**src/sv/ksd_pkg.sv**
```systemverilog
// Shared constants, types and elaboration helpers of the k-mer substring distance block.
package ksd_pkg;

    localparam int KMER_W        = 64;
    localparam int DIST_W        = 6;
    localparam int RUN_W         = 6;
    localparam int SCORE_W       = 10;
    localparam int MAX_BASES_DEF = 32;
    localparam int GROUP         = 8;
    localparam int ADDR_W        = 3;
    localparam int DATA_W        = 32;

    localparam logic [DIST_W-1:0] KLEN_RST = 6'd32;
    localparam logic [DIST_W-1:0] NO_HIT   = '1;
    localparam logic              REG_KLEN = 1'b0;

    typedef struct packed {
        logic              valid;
        logic [DIST_W-1:0] k;
    } t_ctl;

    // number of min levels, each folding GROUP entries into one
    function automatic int red_levels(input int n);
        int c;
        int l;
        c = n;
        l = 0;
        while (c > 1) begin
            c = (c + GROUP - 1) / GROUP;
            l = l + 1;
        end
        return l;
    endfunction

    // entries left after l min levels
    function automatic int red_cnt(input int n, input int l);
        int c;
        c = n;
        for (int s = 0; s < l; s++) begin
            c = (c + GROUP - 1) / GROUP;
        end
        return c;
    endfunction

endpackage

```
**src/sv/ksd_min_stage.sv**
```systemverilog
// One registered level of the min tree, folding each group of entries into one.
module ksd_min_stage #(
    parameter int N_IN = 8
) (
    input  logic                                               i_clk,
    input  logic                                               i_rst_n,
    input  logic                                               i_en,
    input  ksd_pkg::t_ctl                                      i_ctl,
    input  logic [N_IN-1:0][ksd_pkg::DIST_W-1:0]               i_v,
    output ksd_pkg::t_ctl                                      o_ctl,
    output logic [(N_IN+ksd_pkg::GROUP-1)/ksd_pkg::GROUP-1:0][ksd_pkg::DIST_W-1:0] o_v
);

    localparam int N_OUT = (N_IN + ksd_pkg::GROUP - 1) / ksd_pkg::GROUP;

    ksd_pkg::t_ctl r_ctl;
    logic [N_OUT-1:0][ksd_pkg::DIST_W-1:0] r_v;
    logic [N_OUT-1:0][ksd_pkg::DIST_W-1:0] n_v;

    for (genvar g = 0; g < N_OUT; g++) begin : g_grp
        always_comb begin
            n_v[g] = ksd_pkg::NO_HIT;
            for (int e = 0; e < ksd_pkg::GROUP; e++) begin
                if (g*ksd_pkg::GROUP + e < N_IN) begin
                    if (i_v[g*ksd_pkg::GROUP + e] < n_v[g]) begin
                        n_v[g] = i_v[g*ksd_pkg::GROUP + e];
                    end
                end
            end
        end
    end

    always_ff @(posedge i_clk) begin
        if (!i_rst_n) begin
            r_ctl <= '0;
        end else if (i_en) begin
            r_ctl <= i_ctl;
        end
    end

    always_ff @(posedge i_clk) begin
        if (i_en) begin
            r_v <= n_v;
        end
    end

    assign o_ctl = r_ctl;
    assign o_v   = r_v;

endmodule

```
**config.mk**
```make
export PLATFORM = sky130hd
export DESIGN_NAME = ksd_min_stage
export DESIGN_NICKNAME = d
export VERILOG_FILES = /design/src/sv/ksd_pkg.sv /design/src/sv/ksd_min_stage.sv
export SDC_FILE = /design/constraint.sdc
export NUM_CORES = 1
export LEC_CHECK = 0
export ABC_AREA = 1
export BUFFER_PORTS_ARGS = -buffer_cell sky130_fd_sc_hd__clkbuf_2
export CAP_MARGIN = 5
export CORE_ASPECT_RATIO = 2
export CORE_UTILIZATION = 56
export DETAILED_ROUTE_END_ITERATION = 7
export HOLD_SLACK_MARGIN = 0.08
export PLACE_DENSITY = 0.87
export SYNTH_ARGS = -nofsm -noshare
export SYNTH_HDL_FRONTEND = slang
export SYNTH_SLANG_ARGS = --single-unit
```
**constraint.sdc**
```tcl
create_clock -name i_clk -period 22 [get_ports i_clk]
set_clock_uncertainty 0.2 [all_clocks]
set_input_delay 2.2 -clock i_clk [delete_from_list [all_inputs] [get_ports i_clk]]
set_output_delay 2.2 -clock i_clk [all_outputs]
set_load 0.005 [all_outputs]
```
==> summary.txt <==
Routing
  – Starting DRT DRC Count: 39
  – Via count: 2502
  – # DRC: 0
  – ANT nets after route: 0
  – Post-Route WL: 5390 um
  – Routed len/inst: 11.0 um
  – Vias per cell: 5.12
  – Detailed Routing Iterations Pass 1: 4

Power and ir drop
  – Power density cells: 98.8 nW/um2
  – Leak pwr: 0.00160 uW
  – Worst vdd ir: 0.0000539 V

Logic synthesis
  – Top cell type by total area after synthesis: nand2_1
  – Mapped cell area: around 2200 um2
  – Synth Register Bits: 13
  – Syn. warnings: 0
  – Synth Area per Inst: between 5 and 6 um2
  – Distinct cells, synth: 26
  – Synth top area share: 17.9%
  – Seq/Total Area, Yosys: 14.5%
  – Ranking of synthesized cells by area: nand2_1, nand3_1, ha_1, inv_1, edfxtp_1
  – Cell count after synthesis: 368
  – Mapped Nets: 447

Setup path
  – Critical path launch point type: input pin
  – R2R cell count: 2
  – Setup crit end kind: register
  – Crit path top cell by count: nand2_1
  – CP required: between 20 and 25 ns
  – Worst-path fanout max: 11
  – CP Data Arrival Time: 10.68 ns
  – Crit-path slowest cell: a211oi_1
  – Worst path max stage delay: 0.67 ns
  – Setup Crit Path Kind: in2reg

Global routing
  – Vias in the first global route: around 2400
  – Largest net degree at the start of global routing: 15
  – GRT Util Overall: 28.2%
  – Grt total ovfl: 0
  – First-pass GRT wire length: 9210 um
  – Initial antenna violation count: 0

Layout
  – Fill count: 359
  – Net count, final: 520
  – FF/Latch Area: 320 um2
  – Layout Area Growth over Synthesis: 19.9%
  – Multi-input logic area: 1630 um2
  – Antenna cells: 0
  – Layout cell share with drive strength beyond 1: 25.9%
  – Final core occ: 71.7%
  – Post-Layout Cell Count: 489

Place
  – Detailed Place HPWL: 4680 um
  – Placed insts: between 400 and 500
  – # port buffers: 70
  – Final weighted congestion in routability-driven placement: 0.850

CTS
  – Postcts setup bufs: 0
  – Max Root-Sink Buffers: 2
  – Skew-Pair Late Insertion Delay: 0.24 ns
  – Hold_buf cts: 0
  – Reg clk slew, reported paths: 0.05 ns
  – Root Driver: clkbuf_8
  – H-tree Lvls: 1
  – CTS sink cnt: 13
  – PostCTS Resize Cnt: 0
  – CTS tree: yes
  – Cts bufs inserted: 3

Floorplan
  – Row count: 31
  – Starting density of the core: 59.8%
  – Die H: roughly 91 um
  – Core Footprint: approximately 3700 um2
  – Full die area: 4210 um2
  – Die width: 46.4 um
  – Number of I/O pins: 71

Timing
  – FMAX: 91.9 MHz
  – Fin crit share: 49.4%
  – Final hold vios: 0
  – Setup TNS Final: 0 ns
  – # setup viols final: 0
  – Post-route minimum period: 10.88 ns
  – RSZ-0062 raised after global routing: no
  – Slew HR: 43.1%
  – Worst slew pin tran: 0.849 ns
  – Pins Over Slew Limit: 0

Run status
  – Status: finished clean

Worst hold path
  – Cells on Worst Hold Path: 2
  – Worst Hold Class: reg2reg

Flow run
  – MaxCap Viol Count: 0
## per-layer routing
metal | vias up | track usage, % | routed length (um)
met2 | 73 | 54.9 | 3170
met3 | 14 | 6.20 | 182
met1 | 1082 | 23.3 | 1880
met4 | 0 | 13.0 | 150
li1 | 1333 | - | -
met5 | - | 0 | 0
## through the flow
step | hold slack [ns] | instance area [um2] | total power (uW) | setup slack [ns]
finish | 0.293 | 2640 | 261 | 11.12
detailed placement | 0.282 | 2600 | 240 | 10.83
global placement | 0.278 | 2600 | 234 | 11.07
floorplan | 0.287 | 2200 | 196 | 12.19
CTS | 0.296 | 2640 | 262 | 11.09
global route | 0.318 | 2640 | 296 | 10.22
## logic make-up (layout without fill, tap and decap cells)
group,Yosys count,after routing,synth area share [%]
buffers and inverters,66,138,11.7
adders and majority gates,21,21,11.9
and+or+nand+nor,229,229,50.6
AOI/OAI and AO/OA,39,39,11.2
DFF,13,13,14.5
## worst max-delay path, delay by kind of cell
kind / cells / cell delay (ns)
compound gates: 12 / 2.80
fa+ha+maj: 7 / 2.08
simple gates: 25 / 2.93
buf+inv: 9 / 0.61
## worst paths after layout
kind | slack [ns] | startpoint | end
worst max-delay path | 11.12 | i_v[5] | o_v[5]
worst min-delay path | 0.29 | o_ctl[6] | o_ctl[6]
worst max register to register | 21.12 | o_ctl[5] | o_ctl[5]
worst min register to register | 0.29 | o_ctl[6] | o_ctl[6]
## layout make-up
cell class	instances	area share, %
clock buffers	4	1.70
inverters	64	9.09
multi-input cells	289	61.5
flip-flops and latches	13	12.1
well taps	49	2.32
repair buffers	70	13.3
## report_power, final
group	switching [uW]	total, uW	internal [uW]
clock network	8.24	21.0	12.8
logic	129	202	72.7
registers	1.67	38.2	36.6
## Yosys cell counts
master / count
nor2_2: 7
nand3_4: 3
o21a_1: 3
o21bai_1: 2
nand2_2: 13
o21ai_0: 15
nand2_4: 3
nand3b_1: 3
buf_6: 1
inv_1: 64
ha_1: 21
nand3_2: 6
o21ai_1: 2
nor2_4: 3
dfxtp_1: 7
a21o_1: 1
nor2_1: 31
and2_2: 1
nand2_1: 105
a21oi_4: 2
edfxtp_1: 6
nand3_1: 54
buf_4: 1
a21oi_2: 3
a211oi_1: 1
a21oi_1: 10
## registers in the layout, summed over array words and instances, names as in the netlist
name / flops
o_v: 6
o_ctl: 7
## cells in the final DEF (no fill, tap or decap), types with 3 or more instances in the layout
| master | n |
|---|---|
| nand3b_1 | 3 |
| nand3_2 | 6 |
| o21a_1 | 3 |
| nor2_2 | 7 |
| nand2_1 | 105 |
| a21oi_1 | 10 |
| o21ai_0 | 15 |
| nand3_1 | 54 |
| inv_1 | 64 |
| nand2_4 | 3 |
| nand2_2 | 13 |
| nor2_1 | 31 |
| clkbuf_8 | 3 |
| nand3_4 | 3 |
| edfxtp_1 | 6 |
| clkbuf_2 | 70 |
| ha_1 | 21 |
| dfxtp_1 | 7 |
| a21oi_2 | 3 |
| nor2_4 | 3 |
Note: power is estimated with default switching activity, not from simulation.
